## config.mk

```make
export PLATFORM = sky130hd
export DESIGN_NAME = crc7_crc16_word_stream
export DESIGN_NICKNAME = d
export VERILOG_FILES = /design/src/ccws_pkg.sv /design/src/crc7_crc16_word_stream.sv
export SDC_FILE = /design/constraint.sdc
export NUM_CORES = 1
export LEC_CHECK = 0
export ABC_AREA = 1
export BUFFER_PORTS_ARGS = -buffer_cell sky130_fd_sc_hd__clkbuf_2
export CAP_MARGIN = 20
export CORE_UTILIZATION = 35
export CTS_BUF_LIST = sky130_fd_sc_hd__clkbuf_4
export DETAILED_ROUTE_END_ITERATION = 10
export PLACE_DENSITY = 0.6
export SLEW_MARGIN = 10
export SYNTH_ARGS = -nofsm -noshare
export SYNTH_HDL_FRONTEND = slang
export SYNTH_SLANG_ARGS = --single-unit
```

## constraint.sdc

```tcl
create_clock -name clk -period 2 [get_ports clk]
set_clock_uncertainty 0.1 [all_clocks]
set_input_delay 0.2 -clock clk [delete_from_list [all_inputs] [get_ports clk]]
set_output_delay 0.2 -clock clk [all_outputs]
set_load 0.05 [all_outputs]
```

## src/ccws_pkg.sv

```systemverilog
// ccws_pkg: polynomials and byte update functions for the crc-7 / crc-16 word stream
package ccws_pkg;

    localparam int unsigned WordWidth  = 16;
    localparam int unsigned ByteWidth  = 8;
    localparam int unsigned Crc7Width  = 7;
    localparam int unsigned Crc16Width = 16;

    localparam logic [Crc7Width-1:0]  Crc7Poly  = 7'h09;
    localparam logic [Crc16Width-1:0] Crc16Poly = 16'h1021;

    typedef logic [WordWidth-1:0]  word_t;
    typedef logic [ByteWidth-1:0]  byte_t;
    typedef logic [Crc7Width-1:0]  crc7_t;
    typedef logic [Crc16Width-1:0] crc16_t;

    // eight serial lfsr steps for crc-7, byte fed lsb first
    function automatic crc7_t crc7_byte(input crc7_t crc_in, input byte_t data);
        crc7_t crc;
        logic  fb;
        crc = crc_in;
        for (int i = 0; i < ByteWidth; i++)
        begin
            fb  = data[i] ^ crc[Crc7Width-1];
            crc = {crc[Crc7Width-2:0], 1'b0} ^ (fb ? Crc7Poly : '0);
        end
        return crc;
    endfunction

    // eight serial lfsr steps for crc-16, byte fed lsb first
    function automatic crc16_t crc16_byte(input crc16_t crc_in, input byte_t data);
        crc16_t crc;
        logic   fb;
        crc = crc_in;
        for (int i = 0; i < ByteWidth; i++)
        begin
            fb  = data[i] ^ crc[Crc16Width-1];
            crc = {crc[Crc16Width-2:0], 1'b0} ^ (fb ? Crc16Poly : '0);
        end
        return crc;
    endfunction

endpackage

```

## src/crc7_crc16_word_stream.sv

```systemverilog
// crc7_crc16_word_stream: crc-7 and crc-16 over a stream of 16-bit words
//
//  channel | direction | handshake           | payload
//  --------+-----------+---------------------+--------------------------------
//  in      | in        | in_valid / in_stall | msg_word[15:0], last_word
//  out     | out       | out_valid/out_stall | crc_seven[6:0], crc_sixteen[15:0]
//
// one word per cycle unless in_stall: each word passes the input register, and the
// sixteen unrolled lfsr steps run between it and the crc state / result register.
// a last word yields one result transaction via the input, then the result register.
// rst_n clears valids and both crc registers at once, no clearing pass.
// a stalled result blocks only a following last word; other words keep flowing.
module crc7_crc16_word_stream
(
    input  logic                           clk,
    input  logic                           rst_n,
    input  logic                           in_valid,
    output logic                           in_stall,
    input  logic [ccws_pkg::WordWidth-1:0] msg_word,
    input  logic                           last_word,
    output logic                           out_valid,
    input  logic                           out_stall,
    output logic [ccws_pkg::Crc7Width-1:0] crc_seven,
    output logic [ccws_pkg::Crc16Width-1:0] crc_sixteen
);

    // input register
    logic              in_valid_reg;
    ccws_pkg::word_t   word_reg;
    logic              last_reg;

    // running crc state
    ccws_pkg::crc7_t   crc7_reg;
    ccws_pkg::crc16_t  crc16_reg;

    // result register
    logic              out_valid_reg;
    ccws_pkg::crc7_t   res7_reg;
    ccws_pkg::crc16_t  res16_reg;

    ccws_pkg::crc7_t   crc7_next;
    ccws_pkg::crc16_t  crc16_next;
    logic              out_free;
    logic              advance;
    logic              emit;

    // crc update over high byte then low byte
    always_comb
    begin
        crc7_next  = ccws_pkg::crc7_byte(
                         ccws_pkg::crc7_byte(crc7_reg, word_reg[15:8]), word_reg[7:0]);
        crc16_next = ccws_pkg::crc16_byte(
                         ccws_pkg::crc16_byte(crc16_reg, word_reg[15:8]), word_reg[7:0]);
    end

    // stage control
    assign out_free = !out_valid_reg || !out_stall;
    assign advance  = in_valid_reg && (!last_reg || out_free);
    assign emit     = advance && last_reg;
    assign in_stall = in_valid_reg && !advance;

    // input register
    always_ff @(posedge clk or negedge rst_n)
    begin
        if (!rst_n)
        begin
            in_valid_reg <= 1'b0;
        end
        else if (!in_stall)
        begin
            in_valid_reg <= in_valid;
        end
    end

    always_ff @(posedge clk)
    begin
        if (in_valid && !in_stall)
        begin
            word_reg <= msg_word;
            last_reg <= last_word;
        end
    end

    // crc state, cleared after the last word of a message
    always_ff @(posedge clk or negedge rst_n)
    begin
        if (!rst_n)
        begin
            crc7_reg  <= '0;
            crc16_reg <= '0;
        end
        else if (advance)
        begin
            if (last_reg)
            begin
                crc7_reg  <= '0;
                crc16_reg <= '0;
            end
            else
            begin
                crc7_reg  <= crc7_next;
                crc16_reg <= crc16_next;
            end
        end
    end

    // result register
    always_ff @(posedge clk or negedge rst_n)
    begin
        if (!rst_n)
        begin
            out_valid_reg <= 1'b0;
        end
        else if (out_free)
        begin
            out_valid_reg <= emit;
        end
    end

    always_ff @(posedge clk)
    begin
        if (emit)
        begin
            res7_reg  <= crc7_next;
            res16_reg <= crc16_next;
        end
    end

    assign out_valid   = out_valid_reg;
    assign crc_seven   = res7_reg;
    assign crc_sixteen = res16_reg;

endmodule
```

==> impl_metrics.csv, run 1 <==
group,metric,value,unit
detailed_routing,routed_wl,8080,um
sta,hold_viol,0,
grt,track_usage,0.166,
status,failed_checks,"setup timing",
detailed_routing,first_iter_violations,93,
clock_network,cts_buffers,9,
synthesis,yosysWarnings,0,
sta,maxSlewViolCount,0,
synthesis,ys_ff_latch,65,
synthesis,synth_edf_count,40,
synthesis,syn_avg_cell_area,9.08,um2
detailed_routing,drc_errors,0,
critical_path,reg2reg_depth,8,
synthesis,synth_most_common_cell,"nand2_1",
sta,layout_setup_ws,-0.0373,ns
detailed_routing,drt_first_pass_iters,4,
critical_path,crit_cells,8,
detailed_routing,avgRoutedWirePerCell,12.9,um
clock_network,clkLatencyLatePin,0.43,ns
sta,rsz0062_at_grt,"yes",
synthesis,postSynth.asyncResetShare,0.385,
die,start_util,0.366,
detailed_routing,num_vias,2838,
placed_design,port-buffer-count,45,
clock_network,cts_root_buf,"clkbuf_4",
grt,first_global_vias,2677,
critical_path,startpoint_type,"register",
sta,setup_viol,7,
detailed_routing,viasPerCell,4.54,
clock_network,clockBufferDepth,2,
die,dieArea,10200,um2
critical_path,critical-path-top-delay-family,"simple AND/OR/NAND/NOR gates",
pwr,p_leak,2.27,nW
synthesis,ys_top_cells_by_area,"edfxtp_1 35%, dfrtp_1 18%, nand2_1 15%, xor2_1 6.4%, nand3_1 5.1%",
placed_design,pre_cts_ws,-0.129,ns
die,core_area,9370,um2
pwr,seq_power_share,0.263,
synthesis,syn_area,3430,um2
critical_path,critPathKind,"reg2reg",
clock_network,cts_sinks,65,
critical_path,cp_slowest_stage_delay,0.48,ns
synthesis,synth_top_area_frac,0.350,
synthesis,synth_nets,399,
pwr,p_sw_frac,0.467,
critical_path,end_kind,"register",
synthesis,yosys-top-cells-count,"136 x nand2_1, 46 x inv_1, 40 x edfxtp_1",
layout,area_growth,37.8,%
layout,drive_gt1_frac,0.347,
pwr,intPower,0.00478,W
pwr,finalPower,0.00898,W
placed_design,dp.cells,571,
worst_hold_path,hold_class,"in2async",
critical_path,worstPathMaxFanout,3,
layout,fin_cells,625,
synthesis,ys_dominant_reg_cell,"edfxtp_1",
clock_network,htree_levels,3,
clock_network,cts_tree,"built",
synthesis,synth.distinct_cells,22,
synthesis,yosysTopAreaCell,"edfxtp_1",
synthesis,syn_inst,378,
grt,antenna_found_initial,1,
sta,relSlewSlack,0.519,
pwr,peakVddDrop,0.782,mV
grt,grt_max_degree,26,
pwr,p_comb_frac,0.657,
clock_network,clkSlewWorstSetupHoldPaths,0.11,ns
die,pin_count,46,
placed_design,dp_hpwl,5480,um
critical_path,arrival,2.14,ns
critical_path,cp_cell_sequence,"xnor2_2 > xnor2_2 > nand2_1 > nand2_2 > inv_1 > nand2_2 > nand3b_1 > and2_4",
sta,post-route-min-period,2.04,ns
sta,min_period_over_period,1.02,
grt,grt_pass1_wl,12500,um
pwr,p_per_area,1900,nW/um2
layout,fill_cells,903,
grt,overflow,0,
die,row_count,35,
detailed_routing,ant_nets,0,
pwr,p_sw,0.00420,W
synthesis,yosysSeqAreaShare,0.532,
critical_path,cp_slowest_cell,"edfxtp_1",
layout,finish.utilization,0.505,
run,cap_violations,0,
die,dieHeight,101,um
critical_path,cp_num_buf_inv,1,
layout,nets,511,
placed_design,finalWeightedCongestion,0.840,
sta,max_clock_freq,0.491,GHz
status,status,"finished with violations",
sta,tightest_slew,0.722,ns
critical_path,required,2.11,ns
pwr,pwr-share-clk,0.081,
sta,whs,0.240,ns
die,die_w,101,um
## power groups by stage
stage | Combinational, W | Clock [W] | Sequential (W)
after detailed placement | 0.00458 | 0 | 0.00236
after CTS | 0.00474 | 0.000757 | 0.00234
after floorplan | 0.00260 | 0 | 0.00305
after global placement | 0.00450 | 0 | 0.00235
after global routing | 0.00643 | 0.000816 | 0.00241
final | 0.00590 | 0.000723 | 0.00236
## through the flow
stage / TNS [ns] / area [um2]
6_report: -0.176 / 4730
2_1_floorplan: 0 / 3440
5_1_grt: -2.04 / 4730
4_1_cts: -0.0171 / 4390
3_5_place_dp: -0.302 / 3990
3_3_place_gp: -0.279 / 3990
## kinds of logic after synthesis
group,count (synthesis),synth area share
buffers and inverters,50,0.0572
flip-flops,65,0.532
AND/OR/NAND/NOR,204,0.259
XOR/XNOR,47,0.133
AO/OA/AOI/OAI,12,0.0190
## routing by layer
layer  vias to the layer above  track usage  part of all wire  wire, um
li1                       1417            -                 -         -
met1                      1336        0.201              0.44      3540
met2                        72        0.269              0.50      4030
met3                        13       0.0458             0.049       396
met4                         0       0.0847             0.015       118
met5                         -            0                 0         0
## layout make-up
class,instances,area (um2),share of cell area
sequential,65,1830,0.386
timing repair buffer,105,771,0.163
tap,129,161,0.0341
inverter,46,173,0.0365
clock buffer,9,67.6,0.0143
antenna,1,2.50,0.000529
multi-input combinational,263,1690,0.358
clock inverter,7,37.5,0.00793
## layout by cell type, fill, tap and decap left out, drive strengths merged
cell type    netlist  layout
nand2            144     144
clkbuf             3      54
inv               46      46
edfxtp            40      40
buf                1      39
nand3             35      35
dfrtp             25      25
xor2              25      25
xnor2             22      22
dlygate4sd3        0      21
and2              12      12
o21ai             10      10
nor2               5       5
clkinv             0       5
or2                4       4
nand3b             3       3
clkinvlp           0       2
diode              0       1
nand4              1       1
o22ai              1       1
a22o               1       1
## final timing paths
path / slack [ns] / startpoint / endpoint
setup / recovery: -0.04 / word_reg[10] / crc_sixteen[13]
hold / removal: 0.24 / rst_n / crc7_reg[4]
setup reg to reg: -0.04 / word_reg[10] / crc_sixteen[13]
hold reg to reg: 0.42 / crc16_reg[7] / crc16_reg[7]
max in group asynchronous: 1.09 / rst_n / crc7_reg[2]
min in group clk: 0.39 / msg_word[0] / word_reg[0]
## what timing repair did
item	4_1_cts	5_1_grt
resized for setup	17	60
hold buffers	21	0
cloned	0	0
setup endpoints to repair	9	29
pin swaps	6	33
buffers inserted	3	14
hold endpoints to repair	44	0
Power figures use the tool's default switching activity.
==> run 2: changes to the inputs <==
--- a/config.mk
+++ b/config.mk
@@ -16,3 +16,4 @@
 export SYNTH_ARGS = -nofsm -noshare
 export SYNTH_HDL_FRONTEND = slang
 export SYNTH_SLANG_ARGS = --single-unit
+export TNS_END_PERCENT = 1
==> impl_metrics.csv, run 2 (synthesis gave the netlist of run 1 again) <==
group,metric,value,unit
layout,drive_gt1_frac,0.271,
clock_network,cts_root_buf,"clkbuf_4",
pwr,p_sw_frac,0.473,
placed_design,finalWeightedCongestion,0.840,
critical_path,reg2reg_depth,13,
detailed_routing,drc_errors,0,
critical_path,required,2.08,ns
critical_path,worstPathMaxFanout,5,
status,failed_checks,"setup timing",
clock_network,htree_levels,3,
layout,finish.utilization,0.477,
clock_network,clkLatencyLatePin,0.42,ns
sta,layout_setup_ws,-0.0795,ns
die,core_area,9370,um2
layout,nets,500,
sta,setup_viol,6,
critical_path,critPathKind,"reg2reg",
sta,relSlewSlack,0.520,
grt,grt_max_degree,26,
pwr,p_per_area,1800,nW/um2
sta,tns,-0.189,ns
clock_network,cts_tree,"built",
sta,tightest_slew,0.720,ns
critical_path,arrival,2.16,ns
placed_design,dp_hpwl,5480,um
sta,min_period_over_period,1.04,
critical_path,end_kind,"register",
sta,max_clock_freq,0.481,GHz
detailed_routing,ant_nets,0,
die,start_util,0.366,
layout,final_cell_mix,"122 x nand2_1, 45 x clkbuf_2, 44 x inv_1, 40 x edfxtp_1, 35 x nand3_1",
die,dieHeight,101,um
detailed_routing,avgRoutedWirePerCell,12.5,um
detailed_routing,viasPerCell,4.54,
detailed_routing,num_vias,2780,
placed_design,postPlaceCellArea,3990,um2
clock_network,cts_sinks,65,
detailed_routing,first_iter_violations,86,
sta,hold_viol,0,
critical_path,startpoint_type,"register",
worst_hold_path,hold_class,"in2async",
grt,antenna_found_initial,0,
sta,whs,0.244,ns
detailed_routing,routed_wl,7650,um
sta,rsz0062_at_grt,"yes",
die,dieArea,10200,um2
die,row_count,35,
pwr,p_leak,2.18,nW
status,status,"finished with violations",
layout,n_antenna_cell,0,
die,pin_count,46,
pwr,p_sw,0.00381,W
sta,maxSlewViolCount,0,
grt,first_global_vias,2667,
grt,grt_pass1_wl,12500,um
pwr,seq_power_share,0.291,
layout,final_common_cell,"nand2_1",
clock_network,cts_buffers,9,
clock_network,clkSlewWorstSetupHoldPaths,0.11,ns
pwr,intPower,0.00425,W
placed_design,port-buffer-count,45,
die,die_w,101,um
sta,post-route-min-period,2.08,ns
pwr,peakVddDrop,0.680,mV
pwr,p_comb_frac,0.620,
pwr,finalPower,0.00805,W
layout,final_cell_area,4470,um2
run,cap_violations,0,
grt,overflow,0,
layout,area_growth,30.2,%
pwr,pwr-share-clk,0.089,
detailed_routing,drt_first_pass_iters,4,
grt,track_usage,0.165,
clock_network,clockBufferDepth,2,
==> run 2: power by group through the flow <==
stage | Clock (W) | Combinational (W) | Sequential, W
3_3_place_gp | 0 | 0.00450 | 0.00235
4_1_cts | 0.000757 | 0.00472 | 0.00234
3_5_place_dp | 0 | 0.00458 | 0.00236
2_1_floorplan | 0 | 0.00260 | 0.00305
5_1_grt | 0.000809 | 0.00551 | 0.00240
6_report | 0.000717 | 0.00499 | 0.00234
==> run 2: final cells by class <==
type | count | area (um2)
Timing Repair Buffer | 94 | 666
Tap cell | 129 | 161
Clock buffer | 9 | 67.6
Clock inverter | 7 | 37.5
Inverter | 46 | 173
Multi-Input combinational cell | 263 | 1540
Fill cell | 933 | 4900
Sequential cell | 65 | 1830
==> run 2: final timing paths <==
| check | start | slack, ns | end |
|---|---|---|---|
| max | word_reg[8] | -0.08 | crc_seven[3] |
| min | rst_n | 0.24 | crc7_reg[4] |
| max reg2reg | word_reg[8] | -0.08 | crc_seven[3] |
| min reg2reg | crc16_reg[8] | 0.42 | crc16_reg[8] |
| max in group asynchronous | rst_n | 1.09 | crc7_reg[2] |
| min in group clk | msg_word[1] | 0.39 | word_reg[1] |
==> run 2: what timing repair did <==
| action | 4_1_cts | 5_1_grt |
|---|---|---|
| setup buffers | 3 | 2 |
| endpoints found under the setup margin | 9 | 31 |
| hold buffers | 21 | 0 |
| resized for setup | 12 | 20 |
| endpoints found under the hold margin | 44 | 0 |
| pin swaps | 3 | 10 |
==> run 2: metal layers <==
metal | vias up | GRT usage | part of all wire
li1 | 1398 | - | -
met4 | 0 | 0.0847 | 0.022
met3 | 17 | 0.0458 | 0.045
met5 | - | 0 | 0
met2 | 63 | 0.268 | 0.48
met1 | 1302 | 0.201 | 0.45
==> run 2: metrics by stage <==
step	setup WS, ns	cells
after floorplan	0.0187	378
after global placement	-0.0983	571
after detailed placement	-0.129	571
after CTS	-0.0171	611
after global routing	-0.165	613
final	-0.0795	613
==> run 2: worst max-delay path, cell delays in order, from the launching register on <==
cell	delay [ns]
edfxtp_1	0.50
inv_1	0.11
nand2_1	0.10
nand2_2	0.09
nand2_1	0.09
nand2_1	0.11
nand2_1	0.08
nand2_1	0.07
nand2_1	0.07
nand2_2	0.09
inv_1	0.07
nand2_1	0.10
nand3_1	0.10
and2_1	0.17
==> run 3: changes to the inputs <==
--- a/config.mk
+++ b/config.mk
@@ -11,7 +11,7 @@
 export CORE_UTILIZATION = 35
 export CTS_BUF_LIST = sky130_fd_sc_hd__clkbuf_4
 export DETAILED_ROUTE_END_ITERATION = 10
-export PLACE_DENSITY = 0.6
+export PLACE_DENSITY = 0.58
 export SLEW_MARGIN = 10
 export SYNTH_ARGS = -nofsm -noshare
 export SYNTH_HDL_FRONTEND = slang
==> constraint.sdc (replaced) <==
create_clock -name clk -period 2.3 [get_ports clk]
set_clock_uncertainty 0.1 [all_clocks]
set_input_delay 0.23 -clock clk [delete_from_list [all_inputs] [get_ports clk]]
set_output_delay 0.23 -clock clk [all_outputs]
set_load 0.05 [all_outputs]
==> impl_metrics.csv, run 3 (synthesis gave the netlist of run 1 again) <==
group,metric,value,unit
status,status,"complete, no violations",
critical_path,crit_cells,11,
grt,first_global_vias,2525,
pwr,p_sw,0.00308,W
die,dieArea,10200,um2
sta,tns,0,ns
sta,post-route-min-period,2.16,ns
clock_network,cts_sinks,65,
critical_path,cp_slowest_stage_delay,0.52,ns
detailed_routing,routed_wl,7360,um
sta,tightest_slew,0.701,ns
sta,relSlewSlack,0.533,
layout,drive_gt1_frac,0.190,
layout,fill_cells,949,
pwr,seq_power_share,0.313,
die,dieHeight,101,um
layout,area_growth,22.9,%
clock_network,cts_tree,"built",
grt,grt_pass1_wl,12200,um
layout,fin_cells,593,
clock_network,htree_levels,3,
critical_path,end_kind,"register",
pwr,p_sw_frac,0.474,
clock_network,clkLatencyLatePin,0.42,ns
pwr,p_leak,2.06,nW
detailed_routing,ant_nets,0,
critical_path,cpMostUsedCell,"nand2_1",
critical_path,reg2reg_slack,0.14,ns
detailed_routing,avgRoutedWirePerCell,12.4,um
run,cap_violations,0,
layout,final_common_cell,"nand2_1",
critical_path,cp_slowest_cell,"edfxtp_1",
die,die_w,101,um
critical_path,arrival,2.25,ns
pwr,peakVddDrop,0.557,mV
grt,antenna_found_initial,0,
die,pin_count,46,
pwr,finalPower,0.00649,W
detailed_routing,viasPerCell,4.39,
sta,min_period_over_period,0.938,
detailed_routing,first_iter_violations,60,
critical_path,reg2reg_depth,11,
clock_network,cts_root_buf,"clkbuf_4",
die,row_count,35,
layout,n_antenna_cell,0,
critical_path,critPathKind,"reg2reg",
die,core_area,9370,um2
detailed_routing,drt_first_pass_iters,4,
placed_design,dp_hpwl,5380,um
critical_path,cp_num_buf_inv,3,
pwr,intPower,0.00341,W
pwr,p_per_area,1540,nW/um2
critical_path,critPathLaunch,"word_reg[13]",
critical_path,required,2.39,ns
sta,hold_viol,0,
placed_design,port-buffer-count,45,
placed_design,dp.cells,555,
critical_path,startpoint_type,"register",
clock_network,cts_buffers,9,
pwr,p_comb_frac,0.570,
critical_path,critPathCapture,"crc_seven[5]",
sta,setup_viol,0,
worst_hold_path,hold_class,"in2async",
grt,track_usage,0.163,
grt,overflow,0,
layout,final_cell_mix,"134 x nand2_1, 45 x inv_1, 45 x clkbuf_2, 40 x edfxtp_1, 35 x nand3_1",
critical_path,cp_cell_sequence,"buf_4 > xor2_1 > nand2_1 > nand2_1 > inv_1 > or2_2 > nand2_1 > inv_1 > nand2_1 > nand3_1 > and2_1",
critical_path,worstReg2RegStart,"word_reg[13]",
critical_path,critical-path-top-delay-family,"simple AND/OR/NAND/NOR gates",
sta,maxSlewViolCount,0,
detailed_routing,num_vias,2602,
critical_path,worstPathMaxFanout,3,
critical_path,regToRegEndpoint,"crc_seven[5]",
sta,rsz0062_at_grt,"no",
detailed_routing,drc_errors,0,
placed_design,finalWeightedCongestion,0.896,
clock_network,clkSlewWorstSetupHoldPaths,0.11,ns
sta,max_clock_freq,0.464,GHz
clock_network,clockBufferDepth,2,
grt,grt_max_degree,26,
layout,nets,480,
pwr,pwr-share-clk,0.117,
die,start_util,0.366,
## run 3: cell types whose count changed in the layout (fill, tap and decap cells not counted), moves of 3 or more
cell	delta
nand2_4	-3
xnor2_2	-3
nand2_2	-9
xnor2_1	+4
nand2_1	+12
buf_4	-17
## run 3: layout make-up
class / instances / area (um2) / share of cell area
clock buffer: 11 / 82.6 / 0.0196
clock inverter: 5 / 46.3 / 0.0110
multi-input combinational: 263 / 1430 / 0.338
timing repair buffer: 74 / 505 / 0.120
sequential: 65 / 1830 / 0.433
inverter: 46 / 173 / 0.0409
tap: 129 / 161 / 0.0382
## run 3: power by group through the flow
stage / clock (W) / combinational [W] / sequential [W]
floorplan: 0 / 0.00226 / 0.00265
global placement: 0 / 0.00363 / 0.00205
detailed placement: 0 / 0.00368 / 0.00205
CTS: 0.000779 / 0.00372 / 0.00203
global route: 0.000834 / 0.00418 / 0.00207
finish: 0.000760 / 0.00370 / 0.00203
## run 3: worst min path at each step
stage | end | slack [ns] | start | cells after the start
after floorplan | crc16_reg[0] | -0.17 | rst_n | 0
after global placement | crc7_reg[5] | 0.22 | rst_n | 1
after detailed placement | crc7_reg[4] | 0.22 | rst_n | 1
after CTS | in_valid_reg | 0.28 | rst_n | 2
after global routing | in_valid_reg | 0.33 | rst_n | 2
final | crc7_reg[4] | 0.27 | rst_n | 2
## run 3: repair_timing
item                                    in CTS  in global routing
endpoints found under the hold margin       44                  0
endpoints found under the setup margin       0                  5
setup buffers                                0                  2
hold buffers                                20                  0
resized for setup                            0                  4
## run 3: routing by layer
metal  up-vias  track usage  part of all wire
li1       1353            -                 -
met2        52        0.274              0.48
met4         0       0.0803             0.024
met5         -            0                 0
met1      1184        0.201              0.46
met3        13       0.0312             0.036
## run 3: through the flow
stage | worst slack (ns) | hold WS, ns | cell area, um2 | util
final | 0.143 | 0.274 | 4220 | 0.450
after global routing | 0.00915 | 0.330 | 4220 | 0.450
after CTS | 0.118 | 0.282 | 4190 | 0.447
after detailed placement | 0.137 | 0.218 | 3860 | 0.412
after global placement | 0.167 | 0.224 | 3860 | 0.412
after floorplan | 0.126 | -0.166 | 3440 | -
